--- src/rtl/ljsdk_pkg.sv ---
// Shared types, codes and helpers of the Lennard-Jones pair force and energy core.
package ljsdk_pkg;

  typedef enum logic {
    CMD_LOAD = 1'b0,
    CMD_EVAL = 1'b1
  } cmd_e;

  typedef enum logic [1:0] {
    VAR_12_4  = 2'd0,
    VAR_9_6   = 2'd1,
    VAR_12_6  = 2'd2,
    VAR_UNSET = 2'd3
  } variant_e;

  typedef enum logic [1:0] {
    ST_OK        = 2'd0,
    ST_ZERO_DIST = 2'd1,
    ST_SATURATED = 2'd2
  } status_e;

  localparam int TYPE_W      = 4;
  localparam int DIST_W      = 32;
  localparam int COEF_W      = 48;
  localparam int RES_W       = 64;
  localparam int QUEUE_DEPTH = 4;
  localparam int QLEVEL_W    = $clog2(QUEUE_DEPTH + 1);
  localparam int DIV_STAGES  = 57;
  localparam int SQRT_STAGES = 28;

  typedef struct packed {
    logic signed [COEF_W-1:0] c1;
    logic signed [COEF_W-1:0] c2;
    logic signed [COEF_W-1:0] e1;
    logic signed [COEF_W-1:0] e2;
    logic signed [COEF_W-1:0] sh;
  } coef_t;

  typedef struct packed {
    logic [DIST_W-1:0] dist_sq;
    coef_t             coef;
    logic [1:0]        variant;
  } job_t;

  typedef struct packed {
    logic signed [RES_W-1:0] v;
    logic                    f;
  } sub_t;

  // a - b, clamped to the int64 range
  function automatic sub_t sat_sub(logic signed [RES_W-1:0] a, logic signed [RES_W-1:0] b);
    sub_t r;
    logic signed [RES_W-1:0] s;
    s = a - b;
    r.f = (a[RES_W-1] != b[RES_W-1]) && (s[RES_W-1] != a[RES_W-1]);
    if (r.f) begin
      r.v = a[RES_W-1] ? {1'b1, {(RES_W-1){1'b0}}} : {1'b0, {(RES_W-1){1'b1}}};
    end else begin
      r.v = s;
    end
    return r;
  endfunction

endpackage

--- src/rtl/ljsdk_queue.sv ---
// Short FIFO between the lookup front end and the arithmetic back end.
module ljsdk_queue (
  input  logic                           clk_i,
  input  logic                           rst_ni,
  input  logic                           push_i,
  input  ljsdk_pkg::job_t                data_i,
  input  logic                           pop_i,
  output logic                           valid_o,
  output ljsdk_pkg::job_t                data_o,
  output logic [ljsdk_pkg::QLEVEL_W-1:0] level_o
);

  localparam int DEPTH = ljsdk_pkg::QUEUE_DEPTH;
  localparam int PW    = $clog2(DEPTH);

  ljsdk_pkg::job_t                  mem_q [DEPTH];
  logic [PW-1:0]                    wptr_q, rptr_q;
  logic [ljsdk_pkg::QLEVEL_W-1:0]   level_q;

  always_ff @(posedge clk_i or negedge rst_ni) begin
    if (!rst_ni) begin
      wptr_q  <= '0;
      rptr_q  <= '0;
      level_q <= '0;
    end else begin
      if (push_i) begin
        wptr_q <= wptr_q + PW'(1);
      end
      if (pop_i) begin
        rptr_q <= rptr_q + PW'(1);
      end
      if (push_i && !pop_i) begin
        level_q <= level_q + ljsdk_pkg::QLEVEL_W'(1);
      end else if (pop_i && !push_i) begin
        level_q <= level_q - ljsdk_pkg::QLEVEL_W'(1);
      end
    end
  end

  always_ff @(posedge clk_i) begin
    if (push_i) begin
      mem_q[wptr_q] <= data_i;
    end
  end

  assign valid_o = (level_q != '0);
  assign data_o  = mem_q[rptr_q];
  assign level_o = level_q;

`ifndef SYNTHESIS
  a_no_overflow: assert property (@(posedge clk_i) disable iff (!rst_ni)
    push_i && !pop_i |-> level_q < ljsdk_pkg::QLEVEL_W'(DEPTH))
    else $error("queue overflow");
  a_no_underflow: assert property (@(posedge clk_i) disable iff (!rst_ni)
    pop_i |-> level_q != '0) else $error("queue underflow");
`endif

endmodule

--- config.mk ---
export PLATFORM = sky130hd
export DESIGN_NAME = ljsdk_queue
export DESIGN_NICKNAME = d
export VERILOG_FILES = /design/src/rtl/ljsdk_pkg.sv /design/src/rtl/ljsdk_queue.sv
export SDC_FILE = /design/constraint.sdc
export NUM_CORES = 1
export LEC_CHECK = 0
export ABC_AREA = 1
export BUFFER_PORTS_ARGS = -buffer_cell sky130_fd_sc_hd__buf_2
export CAP_MARGIN = 20
export CORE_MARGIN = 5
export CORE_UTILIZATION = 50
export DETAILED_ROUTE_END_ITERATION = 10
export GPL_TIMING_DRIVEN = 0
export MAX_ROUTING_LAYER = met4
export PLACE_DENSITY = 0.7
export SETUP_SLACK_MARGIN = 0.5
export SLEW_MARGIN = 20
export SYNTH_ARGS = -nofsm -noshare
export SYNTH_HDL_FRONTEND = slang
export SYNTH_SLANG_ARGS = --single-unit
--- constraint.sdc ---
create_clock -name clk_i -period 10.4 [get_ports clk_i]
set_clock_uncertainty 0.2 [all_clocks]
set_input_delay 2.08 -clock clk_i [delete_from_list [all_inputs] [get_ports clk_i]]
set_output_delay 2.08 -clock clk_i [all_outputs]
set_load 0.01 [all_outputs]
==> run_results.csv <==
group,metric,value,unit
pwr,seq_power_share,37.4,%
critical_path,critPathRequiredTime,8120,ps
timing,fin_crit_sh,49.6,%
critical_path,path_cells,"buf_2 > buf_4 > clkbuf_1 > o211ai_1 > nand2_1 > buf_2",
placement,pre_cts_slack,5670,ps
global_routing,grt_max_degree,89,
die,pin_count,556,
yosys,synth_top_family_by_area,"compound AO/OA/AOI/OAI gates",
yosys,synth_cell_type_count,20,
global_routing,antenna_found_initial,36,
die,die_area,0.0958,mm^2
pwr,p_clk_share,24.3,%
critical_path,endpoint_kind,"output pin",
detailed_routing,vias_per_cell,5.18,
detailed_routing,drt-met1-wl,44800,um
timing,setup_viol,0,
critical_path,crit_top_cell,"buf_2",
pwr,internal_power,0.0100,W
pwr,p_sw,0.00599,W
detailed_routing,route.detailed.drc,0,
placement,hpwl,73600,um
clock_network,post_cts.repair.setup_buffers,0,
die,rows,109,
detailed_routing,wl,113000,um
timing,holdWs,344,ps
critical_path,critPathKind,"reg2out",
die,die_y,310,um
layout,fin_util,59.9,%
clock_network,cts_hold_buf,0,
clock_network,post_cts_resized,0,
timing,final_hold_viol_count,0,
global_routing,grt_overflow,0,
pwr,power.leakage,21.5,nW
yosys,synth_xor_area_share,0.0781,%
global_routing,grt_pass1_vias,26700,
yosys,ys_seq_elements,1103,
yosys,synth_compound_area_share,11.7,%
die,fp.dieW,310,um
critical_path,crit_fanout,11,
detailed_routing,ant_nets,0,
clock_network,clockRootBuffer,"clkbuf_16",
detailed_routing,avgRoutedWirePerCell,21.5,um
layout,final_area,0.0531,mm^2
timing,worstMarginPinSlew,842,ps
placement,gp_congestion,0.795,
run_status,outcome,"completed",
layout,drive_gt1_share,27.5,%
pwr,comb_power_share,38.3,%
die,core-area,0.0888,mm^2
yosys,synth_top_area_share,73.3,%
detailed_routing,drtIter0Drc,2092,
clock_network,insertion_delay,680,ps
critical_path,startpoint_type,"flip-flop",
min_path,min_path_type,"reg2reg",
layout,final_common_cell,"edfxtp_1",
yosys,yosys.area.top_type,"edfxtp_1",
critical_path,worstPathArrival,2880,ps
critical_path,cp_top_family,"buffers and inverters",
yosys,syn_area_per_cell,13.8,um^2
yosys,synth_warnings,0,
critical_path,cpPeakStageDelay,660,ps
yosys,yosys.area_share.adder,0.184,%
clock_network,cts_num_sinks,1103,
clock_network,cts_tree,"yes",
timing,rsz0062_at_grt,"false",
pwr,irDropWorstVdd,211,uV
clock_network,clk_path_buf_depth,3,
yosys,syn_nets,3529,
clock_network,h-tree-depth,3,
layout,final_net_count,4210,
placement,port_buffers,555,
die,start_util,50.5,%
timing,period_needed,5160,ps
yosys,syn_area,0.0449,mm^2
yosys,synth_area_leaders,"edfxtp_1 (73%), nand2_1 (7.0%), o211ai_2 (6.4%), o211ai_1 (5.4%), inv_1 (4.7%)",
detailed_routing,dr.pass1.iters,6,
timing,slew_viol_final,0,
run,drv_cap,0,
critical_path,path_buf_inv,4,
clock_network,clk_pin_slew,60,ps
layout,final_cell_mix,"edfxtp_1 (1,096), nand2_1 (836), buf_2 (653)",
yosys,synth_mux_area_share,0,%
global_routing,grt_usage,23.6,%
detailed_routing,vias,27000,
critical_path,critPathSlowestCell,"clkbuf_1",
clock_network,cts_inserted_buffers,112,
timing,layout_setup_ws,5240,ps
timing,slew_headroom,43.8,%
global_routing,grt_pass1_wl,165000,um
pwr,total_power,0.0160,W
yosys,yosys.area_share.simple,7.03,%
pwr,p_per_area,302,mW/mm^2
yosys,synth-seq-area-share,73.7,%
timing,fmax,194,MHz
pwr,sw_frac_of_total,37.3,%
layout,area_growth,18.4,%
detailed_routing,top_layer,"met4",
placement,placed_area,0.0495,mm^2
detailed_routing,met2_length,55800,um
detailed_routing,wl_met3,8930,um
yosys,synthCells,3245,
-- per-layer routing --
layer | vias to the layer above | global-route usage, %
met5 | - | -
met4 | 0 | 6.59
met3 | 177 | 6.02
met2 | 968 | 38.7
met1 | 13100 | 29.5
li1 | 12800 | -
-- sequential cells by signal, indices dropped and copies added, names as in the netlist --
name and flops:
mem_q 1096, rptr_q 2, wptr_q 2, level_o 3
-- per-stage QoR --
step | setup TNS [ps] | std cells
after CTS | 0 | 5184
final | 0 | 5224
after floorplan | 0 | 3245
after global placement | -2958690 | 4965
after detailed placement | 0 | 4977
after global routing | 0 | 5217
-- power by group through the flow --
stage                     Sequential, W  Combinational [W]  Clock [W]
after floorplan                 0.00629            0.00357          0
after global placement          0.00652            0.00607          0
after detailed placement        0.00609            0.00622          0
after CTS                       0.00600            0.00624    0.00396
after global routing            0.00605            0.00666    0.00416
final                           0.00600            0.00614    0.00391
-- worst paths after layout --
| path | start | endpoint | slack [ps] | cells past startpoint |
|---|---|---|---|---|
| worst min register to register | level_o[2] | level_o[2] | 340 | 2 |
| worst min-delay path | level_o[2] | level_o[2] | 340 | 2 |
| max in group asynchronous | rst_ni | wptr_q[1] | 8760 | 1 |
| min in group asynchronous | rst_ni | level_o[0] | 1040 | 1 |
| worst max register to register | wptr_q[0] | mem_q[0][143] | 7610 | 6 |
| worst max-delay path | rptr_q[1] | data_o[229] | 5240 | 6 |
-- kinds of logic (layout without fill, tap and decap cells) --
family	count (synthesis)	in the layout
other	0	40
AOI/OAI and AO/OA	549	549
DFF	1103	1103
adders and majority gates	6	6
buffers and inverters	744	1518
xor gates and xnor gates	4	4
and+or+nand+nor	839	839
-- worst reg2reg max path: stages, from the launching register on --
cell	delay (ps)
dfrtp_1	430
inv_1	100
ha_1	140
nand2_1	120
inv_8	380
buf_16	450
buf_16	480
-- final cells by class --
| type | instances | area, um^2 |
|---|---|---|
| fill | 6729 | 35600 |
| sequential | 1103 | 33100 |
| multi-input combinational | 1398 | 8530 |
| timing repair buffer | 567 | 3110 |
| clock buffer | 148 | 2970 |
| inverter | 560 | 2130 |
| tap | 1165 | 1460 |
| buffer | 184 | 1150 |
| clock inverter | 59 | 607 |
| antenna | 40 | 100 |
-- cells in the mapped netlist --
cell type / number
ha_1: 5
clkbuf_4: 1
o211ai_2: 228
dfrtp_1: 7
buf_6: 31
fa_1: 1
xnor2_1: 1
buf_2: 98
nand2_1: 836
nand4_1: 1
nor2_1: 1
inv_2: 1
xor2_1: 3
buf_4: 27
o211ai_1: 320
nand3_1: 1
inv_1: 559
clkbuf_1: 27
edfxtp_1: 1096
o21ai_0: 1
Note: power is estimated with default switching activity, not from simulation.
